$ cat config.mk
export PLATFORM = sky130hd
export DESIGN_NAME = polynomial_arccosine
export DESIGN_NICKNAME = d
export VERILOG_FILES = /design/src/design/pa_pkg.sv /design/src/design/pa_ctrl.sv /design/src/design/pa_dp.sv /design/src/design/polynomial_arccosine.sv
export VERILOG_INCLUDE_DIRS = /design/src /design/src/design
export SDC_FILE = /design/constraint.sdc
export NUM_CORES = 2
export LEC_CHECK = 0
export BUFFER_PORTS_ARGS = -buffer_cell sky130_fd_sc_hd__buf_2
export CAP_MARGIN = 10
export CORE_AREA = 10 10 308 310
export DETAILED_ROUTE_END_ITERATION = 16
export DIE_AREA = 0 0 318 320
export PLACE_DENSITY = 0.82
export SLEW_MARGIN = 10
export SYNTH_ARGS = -nofsm -noshare
export SYNTH_HDL_FRONTEND = slang
export SYNTH_SLANG_ARGS = --single-unit
export TNS_END_PERCENT = 30
$ cat constraint.sdc
create_clock -name clk -period 31.8 [get_ports clk]
set_input_delay 4.77 -clock clk [delete_from_list [all_inputs] [get_ports clk]]
set_output_delay 4.77 -clock clk [all_outputs]
set_load 0.01 [all_outputs]
$ cat src/design/assert_macros.svh
// Assertion macros shared by the arccosine block.
// No dependencies.
`ifndef ASSERT_MACROS_SVH
`define ASSERT_MACROS_SVH

// Expression must hold at every clock edge out of reset.
`define ASSERT_ALWAYS(label, clk, rst, expr) \
  label: assert property (@(posedge clk) disable iff (rst) (expr)) \
    else $error("assertion failed");

// Antecedent in one cycle implies consequent in the next.
`define ASSERT_NEXT(label, clk, rst, ante, cons) \
  label: assert property (@(posedge clk) disable iff (rst) (ante) |=> (cons)) \
    else $error("assertion failed");

`endif

$ cat src/design/pa_pkg.sv
// Constants, types and the square-root step for the arccosine block.
// No dependencies.
package pa_pkg;

  localparam int FRAC_BITS = 14;
  localparam int WQ        = 30;
  localparam int SH        = WQ - FRAC_BITS;
  localparam int SQ_W      = 2 * WQ + 4;
  localparam int SQ_CYCLES = (WQ + 2) / 2;
  localparam int CNT_W     = $clog2(SQ_CYCLES);

  localparam logic [WQ:0] ONE_Q = (WQ+1)'(64'd1 << WQ);
  localparam logic [WQ:0] KC3 = (WQ+1)'(((64'd187293 << WQ) + 64'd5000000) / 64'd10000000);
  localparam logic [WQ:0] KC2 = (WQ+1)'(((64'd742610 << WQ) + 64'd5000000) / 64'd10000000);
  localparam logic [WQ:0] KC1 = (WQ+1)'(((64'd2121144 << WQ) + 64'd5000000) / 64'd10000000);
  localparam logic [WQ:0] KC0 = (WQ+1)'(((64'd15707288 << WQ) + 64'd5000000) / 64'd10000000);
  localparam logic [31:0] KPI = 32'd3373259426;

  localparam logic [32:0] RND = (SH == 0) ? 33'd0 : 33'(64'd1 << (SH - 1));
  localparam logic [SQ_W-1:0] SQ_BIT0 = SQ_W'(1) << (2 * WQ + 2);

  // Horner step codes
  localparam logic [1:0] H_C3 = 2'd0;
  localparam logic [1:0] H_C2 = 2'd1;
  localparam logic [1:0] H_C1 = 2'd2;
  localparam logic [1:0] H_C0 = 2'd3;

  typedef struct packed {
    logic       load;
    logic       sqrt_step;
    logic       horner_en;
    logic [1:0] horner_idx;
    logic       final_mul;
    logic       finish;
  } cmd_t;

  typedef struct packed {
    logic [SQ_W-1:0] rem;
    logic [SQ_W-1:0] root;
    logic [SQ_W-1:0] bit_v;
  } sq_t;

  function automatic sq_t sqrt_iter(sq_t s);
    sq_t             o;
    logic [SQ_W-1:0] trial;
    o = s;
    trial = s.root + s.bit_v;
    if (s.rem >= trial) begin
      o.rem  = s.rem - trial;
      o.root = (s.root >> 1) + s.bit_v;
    end else begin
      o.root = s.root >> 1;
    end
    o.bit_v = s.bit_v >> 2;
    return o;
  endfunction

endpackage

$ cat src/design/pa_ctrl.sv
// Sequencer for the arccosine block: request acceptance and step commands.
// Depends on pa_pkg and assert_macros.svh.
`include "assert_macros.svh"

module pa_ctrl (
  input  logic          clk,
  input  logic          rst,
  input  logic          start,
  output logic          busy,
  output pa_pkg::cmd_t  cmd
);

  typedef enum logic [3:0] {
    S_IDLE = 4'b0001,
    S_RUN  = 4'b0010,
    S_FMUL = 4'b0100,
    S_FIN  = 4'b1000
  } state_t;

  state_t                   state, state_next;
  logic [pa_pkg::CNT_W-1:0] cnt;
  logic                     cnt_last;

  assign busy     = (state != S_IDLE);
  assign cnt_last = (cnt == pa_pkg::CNT_W'(pa_pkg::SQ_CYCLES - 1));

  always_comb begin
    state_next = state;
    case (state)
      S_IDLE: if (start) state_next = S_RUN;
      S_RUN:  if (cnt_last) state_next = S_FMUL;
      S_FMUL: state_next = S_FIN;
      S_FIN:  state_next = S_IDLE;
      default: state_next = S_IDLE;
    endcase
  end

  always_ff @(posedge clk) begin
    if (rst) begin
      state <= S_IDLE;
      cnt   <= '0;
    end else begin
      state <= state_next;
      if (state == S_RUN) cnt <= cnt_last ? '0 : cnt + 1'b1;
    end
  end

  always_comb begin
    cmd            = '0;
    cmd.load       = start && !busy;
    cmd.sqrt_step  = (state == S_RUN);
    cmd.horner_en  = (state == S_RUN) && (cnt < pa_pkg::CNT_W'(4));
    cmd.horner_idx = cnt[1:0];
    cmd.final_mul  = (state == S_FMUL);
    cmd.finish     = (state == S_FIN);
  end

  `ASSERT_NEXT(a_accept_busy, clk, rst, start && !busy, busy)
  `ASSERT_ALWAYS(a_cnt_run, clk, rst, (cnt == '0) || (state == S_RUN))
  `ASSERT_NEXT(a_fmul_fin, clk, rst, cmd.final_mul, cmd.finish)

endmodule

$ cat src/design/pa_dp.sv
// Datapath for the arccosine block: Horner cubic on one shared multiplier,
// two-step-per-cycle square root, final product, rounding. Depends on pa_pkg and assert_macros.svh.
`include "assert_macros.svh"

module pa_dp (
  input  logic                clk,
  input  logic                rst,
  input  logic signed [15:0]  x_in,
  input  pa_pkg::cmd_t        cmd,
  output logic                done,
  output logic [15:0]         angle_out
);

  localparam int W = pa_pkg::WQ + 1;

  logic [16:0]          mag;
  logic [W-1:0]         mag_w, a_in;
  logic [W-1:0]         a, p;
  logic                 neg;
  pa_pkg::sq_t          sq, sq_next;
  logic [2*W-1:0]       prod;
  logic [W-1:0]         mq, op_t, mul_a, mul_b;
  logic [31:0]          r;
  logic [32:0]          rsum, res;

  // |x| saturated to one, then aligned to Q30
  always_comb begin
    mag   = x_in[15] ? (17'h10000 - {1'b0, x_in}) : {1'b0, x_in};
    mag_w = W'(mag);
    if (mag_w > (W'(1) << pa_pkg::FRAC_BITS)) mag_w = W'(1) << pa_pkg::FRAC_BITS;
    a_in  = mag_w << pa_pkg::SH;
  end

  assign mq = prod[pa_pkg::WQ +: W];

  always_comb begin
    case (cmd.horner_idx)
      pa_pkg::H_C3: op_t = pa_pkg::KC3;
      pa_pkg::H_C2: op_t = pa_pkg::KC2 - mq;
      pa_pkg::H_C1: op_t = pa_pkg::KC1 - mq;
      pa_pkg::H_C0: op_t = pa_pkg::KC0 - mq;
      default:      op_t = '0;
    endcase
    mul_a = cmd.final_mul ? p : op_t;
    mul_b = cmd.final_mul ? sq.root[W-1:0] : a;
  end

  assign sq_next = pa_pkg::sqrt_iter(pa_pkg::sqrt_iter(sq));

  always_comb begin
    r    = neg ? (pa_pkg::KPI - {1'b0, mq}) : {1'b0, mq};
    rsum = {1'b0, r} + pa_pkg::RND;
    res  = rsum >> pa_pkg::SH;
  end

  always_ff @(posedge clk) begin
    if (cmd.load) begin
      a           <= a_in;
      neg         <= x_in[15];
      sq.rem      <= pa_pkg::SQ_W'(pa_pkg::ONE_Q - a_in) << pa_pkg::WQ;
      sq.root     <= '0;
      sq.bit_v    <= pa_pkg::SQ_BIT0;
    end else if (cmd.sqrt_step) begin
      sq <= sq_next;
    end
    if (cmd.horner_en && cmd.horner_idx == pa_pkg::H_C0) p <= op_t;
    if ((cmd.horner_en && cmd.horner_idx != pa_pkg::H_C0) || cmd.final_mul)
      prod <= mul_a * mul_b;
    if (cmd.finish) angle_out <= (res > 33'hFFFF) ? 16'hFFFF : res[15:0];
  end

  always_ff @(posedge clk) begin
    if (rst) done <= 1'b0;
    else     done <= cmd.finish;
  end

  `ASSERT_ALWAYS(a_done_src, clk, rst, !done || $past(cmd.finish))
  `ASSERT_ALWAYS(a_no_overlap, clk, rst, !(cmd.final_mul && cmd.sqrt_step))
  `ASSERT_ALWAYS(a_root_fits, clk, rst, !cmd.final_mul || ((sq.root >> W) == '0))

endmodule

$ cat src/design/polynomial_arccosine.sv
// Arccosine of a Q2.14 cosine value, unsigned Q2.14 angle out.
// Requests do not overlap: busy stays high after acceptance through the square-root
// loop (two root bits a cycle), the final multiply and the rounding step.
// Reset: synchronous, active high; clears the sequencer and the done strobe.
// done marks angle_out for one cycle; the receiver cannot stall.
module polynomial_arccosine (
  input  logic               clk,
  input  logic               rst,
  input  logic               start,
  output logic               busy,
  input  logic signed [15:0] x_in,
  output logic               done,
  output logic [15:0]        angle_out
);

  pa_pkg::cmd_t cmd;

  pa_ctrl u_ctrl (
    .clk   (clk),
    .rst   (rst),
    .start (start),
    .busy  (busy),
    .cmd   (cmd)
  );

  pa_dp u_dp (
    .clk       (clk),
    .rst       (rst),
    .x_in      (x_in),
    .cmd       (cmd),
    .done      (done),
    .angle_out (angle_out)
  );

endmodule

Word-level counts from Yosys, hierarchy flattened. Cells that the tools add are included. W data, S select, Z words.

Bits in registers: 277. Input port bits: 19. Output and inout bits: 18. Logic and storage cells: 69.

Add/sub/neg operators: 14. $mul: 1. $lt $le $gt $ge: 5. Equal/unequal tests: 12. Mux-type cells: 16. Reductions and logical operators: 9.

Operator list (count): $mux W192 (2); $mux W64 (4); $ge A64 B64 Y1 (2); $sub A64 B64 Y64 (2); $pmux W31 S4 (1); $add A63 B61 Y64 (1); $add A63 B63 Y64 (1); $add A64 B61 Y64 (1); $add A64 B63 Y64 (1); $mux W31 (2); $mul A31 B31 Y61 (1); $add A32 B16 Y33 const B (1); $mux W32 (1); $sub A31 B31 Y32 const A (1); $sub A32 B31 Y32 const A (1); $sub A27 B31 Y31 const A (1); $sub A28 B31 Y31 const A (1); $sub A31 B31 Y31 const A (1); $gt A17 B15 Y1 const B (1); $gt A17 B16 Y1 const B (1); $mux W17 (1); $sub A17 B16 Y17 const A (1); $mux W15 (1); $mux W4 (3); other kinds (18) (24).

Longest topological paths before layout.
Depth after elaboration: 8. Gate-level depth with buffers: 61. Gate-level depth less buffers: 53.

Modules after synthesis. A second synthesis with hierarchy kept.

Cells, all modules: 6746. Area total of the unflattened synthesis: 55933.6 µm².

By module, submodules not included: pa_dp (times used 1, cells an instance 6702, area each 55563.3 µm²); pa_ctrl (times used 1, cells an instance 44, area each 370.4 µm²).

Worst setup path before layout. OpenSTA, ideal clock, no wires.

Kind: register -> register. Start point: register u_dp.sq[2] (netlist name). End point: register u_dp.sq[177] (netlist name) (data pin). Arrival: 12.179 ns. Setup slack: 19.445 ns. Stages on the path, launching flop included: 58. Period minus slack after synthesis: 12.355 ns. Cells stage by stage: dfxtp_1 > ha_1 > and4_1 > a21o_1 > a21oi_1 > o21bai_1 > a21oi_1 > o21bai_1 > a31oi_1 > o31ai_1 > a211o_1 > a31o_2 > a31oi_1 > and3b_1 > nor2_1 > nor2_1 > xnor2_1 > ha_1 > [... 22 more ...] > a211oi_2 > o21bai_1 > xnor2_1 > ha_1 > and2_1 > nand2_1 > or4_1 > nor2_1 > o21ai_0 > nand2b_1 > a221o_1 > a311oi_1 > a21o_1 > a21oi_1 > clkbuf_1 > buf_1 > nor2_1 > o32ai_1.

Word-level cells in the longest chain between the ends: 8. Elaborated cells between the ends (all ways): 12.

Ends and longest elaborated chain: from (decl) (line pa_dp.sv:20) `pa_pkg::sq_t sq, sq_next;`; from (signal assigned) (line pa_dp.sv:64) `sq <= sq_next;`; $add A64 B63 Y64 (line pa_pkg.sv:47) `trial = s.root + s.bit_v;`; $ge A64 B64 Y1 (line pa_pkg.sv:48) `if (s.rem >= trial) begin`; $mux W64 (line pa_pkg.sv:48); $add A64 B61 Y64 (line pa_pkg.sv:47); $sub A64 B64 Y64 or $ge A64 B64 Y1 (tied branches) (line pa_pkg.sv:49, pa_pkg.sv:48); $mux W64 (*) (line pa_pkg.sv:48); $mux W192 (*) (line pa_dp.sv:63) `end else if (cmd.sqrt_step) begin`; $mux W192 (*) (line pa_dp.sv:57) `if (cmd.load) begin`.

Every way passes the cells marked *; elsewhere a longest branch is shown, timed or not. The select of a mux whose other input is x is not followed. A chain may end at the register's enable or synchronous reset.

Final worst setup path.
Start point: register u_dp.sq[66] (netlist name). End point: register u_dp.sq[87] (netlist name).

Word-level cells in the longest chain between the ends: 6. Elaborated cells between the ends (all ways): 10.

Ends and longest elaborated chain (line): $add A64 B63 Y64 (pa_pkg.sv:47); $ge A64 B64 Y1 (pa_pkg.sv:48); $mux W64 (pa_pkg.sv:48); $add A64 B61 Y64 (pa_pkg.sv:47); $ge A64 B64 Y1 (pa_pkg.sv:48); $mux W64 (*) (pa_pkg.sv:48).

Every way passes the cells marked *; elsewhere a longest branch is shown, timed or not.

==> results.cfg <==
[grt]
antenna_found_initial = 0
grt_pass1_wl_um = 281500
grt_max_degree = 133
grt_overflow = 0
grtUsageTotal = 0.3445
first_global_vias = 51160

[timing]
whs_ns = 0.4801
final.min_clock_period_ns = 15.87
slew_headroom = 0.1368
grt_setup_unrepaired = false
finalCritPeriodShare = 0.4991
slew_viol_final = 0
tns_ns = 0
timing.fmax_ghz = 0.06300
tightest_slew_ns = 1.270
setup_viol = 0
hold_viol = 0
skew_ns = 0.05364

[setup_path]
worstSetupPathType = flip-flop to flip-flop
critPathCaptureType = flip-flop
worst_path_largest_cell_delay_ns = 0.95
timing.reg2reg.setup_slack_ns = 15.93
worstPathRequired_ns = 32.25
r2r-start = u_dp.sq[66]
cp_slowest_cell = a21o_2
rr_worst_depth = 52
cp.arrival_ns = 16.32
cp-start-kind = flip-flop
timing.rr.end = u_dp.sq[87]
crit_fanout = 71

[place]
place_area_mm2 = 0.05813
routabilityCongestion = 1.035
detailed_place_hpwl_um = 139000
port-buffer-count = 36

[final_layout]
stdcell_area_mm2 = 0.05919
final_util = 0.6708
multiInputGateArea_mm2 = 0.04584
drive_gt1_frac = 0.03831
register_area_mm2 = 0.006226
fill_cells = 7279
syn_to_final_growth_pct = 3.304
antenna_cells = 0
nets = 8106

[floorplanning]
die_w_um = 318
die_h_um = 320
io_pins = 37
start_util = 0.6494
rows = 109
dieArea_mm2 = 0.1018
core_mm2 = 0.08824

[synth]
synth_fp_nets = 8347
syn-mean-instance-area_um2 = 8.151
yosysWarnings = 0
yosys.area.top_type = fa_1
synthDistinctLibCells = 114
synth_area_leaders = fa_1 29%, ha_1 10%, nand2_1 7.5%
async_reset_ff_frac = 0
synth_seq_cells = 247
seq_area_frac_synth = 0.1087
synth_edf_count = 128
syn_area_mm2 = 0.05730
netlist.area_leader.share = 0.2928
netlist_instances = 7030
ys.flop_type = edfxtp_1

[cts]
clk_pin_slew_ns = 0.07
htreeDepth = 1
cts_buffer_depth = 3
numCtsBuffers = 30
clock_sink_count = 247
root_buffer = clkbuf_16
clk_latency_ns = 0.64
postCtsSetupBuffers = 0
cts_hold_buf = 0
tritoncts = yes
cts-resized-gates = 0

[hold_path]
min_path_cells = 2
min_to = u_dp.sq[143]
hold_path.class = flip-flop to flip-flop
hp-start = u_dp.sq[143]

[power_and_ir_drop]
p_per_area_mw_per_mm2 = 75.78
power.switching_mw = 2.354
p_leak_nw = 27.13
finalPower_mw = 4.486
clkPwrFrac = 0.086
p_int_mw = 2.132
swShare = 0.5247
power_frac_comb = 0.799
peakVddDrop_mv = 0.1637
power_frac_seq = 0.115

[routing]
wl_met1_um = 67970
wl_per_cell_um = 22.30
dr_wl_met2_um = 81890
top_layer_used = met4
dr.pass1.iters = 11
viasPerCell = 6.327
wirelength_um = 177900
drt-initial-drc-count = 4584
wl_met3_um = 17030
vias = 50470
route.detailed.drc = 0
ant_nets = 0

[status]
status = completed

[flow_run]
cap_violations = 0
[worst max-delay path, delay by kind of cell (launching register included)]
| kind | cells | cell delay, ns |
|---|---|---|
| xor+xnor | 4 | 0.61 |
| flops | 1 | 0.64 |
| compound gates | 27 | 8.53 |
| simple gates | 14 | 2.99 |
| buf+inv | 3 | 1.40 |
| fa+ha+maj | 4 | 1.45 |
[area by class of cell]
type,instances,area share
sequential,247,0.1052
tap,1165,0.02462
clock inverter,19,0.004439
clock buffer,36,0.01357
inverter,1016,0.06443
multi-input combinational,5378,0.7744
timing repair buffer,116,0.01340
[power groups by stage]
stage,Clock (mW),Sequential [mW],Combinational (mW)
5_1_grt,0.397,0.520,3.97
3_3_place_gp,0,0.521,3.42
6_report,0.384,0.516,3.59
3_5_place_dp,0,0.521,3.50
4_1_cts,0.385,0.514,3.53
2_1_floorplan,0,0.494,2.62
[worst max path at each step]
stage / slack [ns] / depth (start not counted) / start / endpoint
floorplan: 19.45 / 57 / u_dp.sq[2] / u_dp.sq[177]
global placement: 16.72 / 51 / u_dp.sq[66] / u_dp.sq[145]
detailed placement: 16.43 / 52 / u_dp.sq[66] / u_dp.sq[79]
CTS: 16.37 / 52 / u_dp.sq[66] / u_dp.sq[145]
global route: 14.89 / 51 / u_dp.sq[68] / u_dp.sq[145]
finish: 15.93 / 52 / u_dp.sq[66] / u_dp.sq[87]
[per-stage QoR]
step / worst slack (ns) / cells
final: 15.93 / 7977
after global routing: 14.89 / 7977
after CTS: 16.37 / 7977
after detailed placement: 16.43 / 7922
after global placement: 16.72 / 7922
after floorplan: 19.45 / 7030
[logic make-up after synthesis]
| group | synth area share |
|---|---|
| AND/OR/NAND/NOR | 0.1947 |
| buffers and inverters | 0.09352 |
| adder cells (fa/ha/maj) | 0.3932 |
| AO/OA/AOI/OAI | 0.1335 |
| XOR/XNOR | 0.07166 |
| flip-flops | 0.1087 |
| multiplexers | 0.004695 |
[cell usage in the layout (no fill, tap or decap), drive strengths merged, types with 16 or more instances in the layout]
master and instances:
fa 838, a21o 138, and3 159, xor2 174, nor3b 16, o211ai 33
a211oi 42, buf 116, nand4 65, o21bai 47, nand2 1151, o21a 32
nor3 86, dfxtp 119, nand3 141, or3 21, a21oi 329, nor2 457
inv 1017, clkbuf 36, or2 17, ha 460, edfxtp 128, mux2i 19
nor4 20, a31oi 41, a21boi 17, xnor2 294, a22oi 19, o21ai 237
and4 21, nor2b 108, and2 74, nand2b 53, a311oi 24, o31ai 32
[routing by layer]
layer	vias up	global-route usage
met5	-	0
met4	0	0.1857
met3	624	0.05960
met2	2819	0.5561
met1	24670	0.4389
li1	22350	-
[cell usage after synthesis (9+ instances only)]
| cell | count |
|---|---|
| fa_1 | 838 |
| nor4b_1 | 9 |
| nand2_1 | 1151 |
| a31oi_1 | 40 |
| o21ai_1 | 15 |
| a221o_1 | 14 |
| o21a_1 | 32 |
| and4_1 | 21 |
| or4_1 | 11 |
| a311oi_1 | 22 |
| or2_2 | 14 |
| o2111ai_1 | 9 |
| a211oi_1 | 39 |
| a22o_1 | 9 |
| inv_1 | 1014 |
| o211ai_1 | 31 |
| o21ai_0 | 220 |
| and2_1 | 71 |
| a22oi_1 | 18 |
| edfxtp_1 | 128 |
| buf_2 | 28 |
| nor2b_1 | 108 |
| nor4_1 | 18 |
| o21bai_1 | 47 |
| o31ai_1 | 31 |
| ha_1 | 460 |
| dfxtp_1 | 119 |
| clkbuf_1 | 318 |
| nor3_1 | 84 |
| nand4_1 | 64 |
| o31a_1 | 13 |
| a21o_1 | 138 |
| xnor2_1 | 293 |
| or3_1 | 21 |
| nand2b_1 | 53 |
| mux2i_1 | 19 |
| buf_1 | 30 |
| nor3b_1 | 16 |
| a21boi_0 | 16 |
| nor2_1 | 456 |
| nand3_1 | 141 |
| o211a_1 | 9 |
| a21oi_1 | 322 |
| and3_1 | 158 |
| xor2_1 | 174 |
[flip-flops by register name (all words and copies together) (netlist names)]
| register | count |
|---|---|
| u_dp.prod | 31 |
| u_dp.angle_out | 16 |
| u_dp.sq | 144 |
| u_dp.a | 15 |
| u_ctrl.state | 4 |
| u_ctrl.cnt | 4 |
| u_dp.neg | 1 |
| u_dp.done | 1 |
| u_dp.p | 31 |
(Power assumes the default switching activity.)
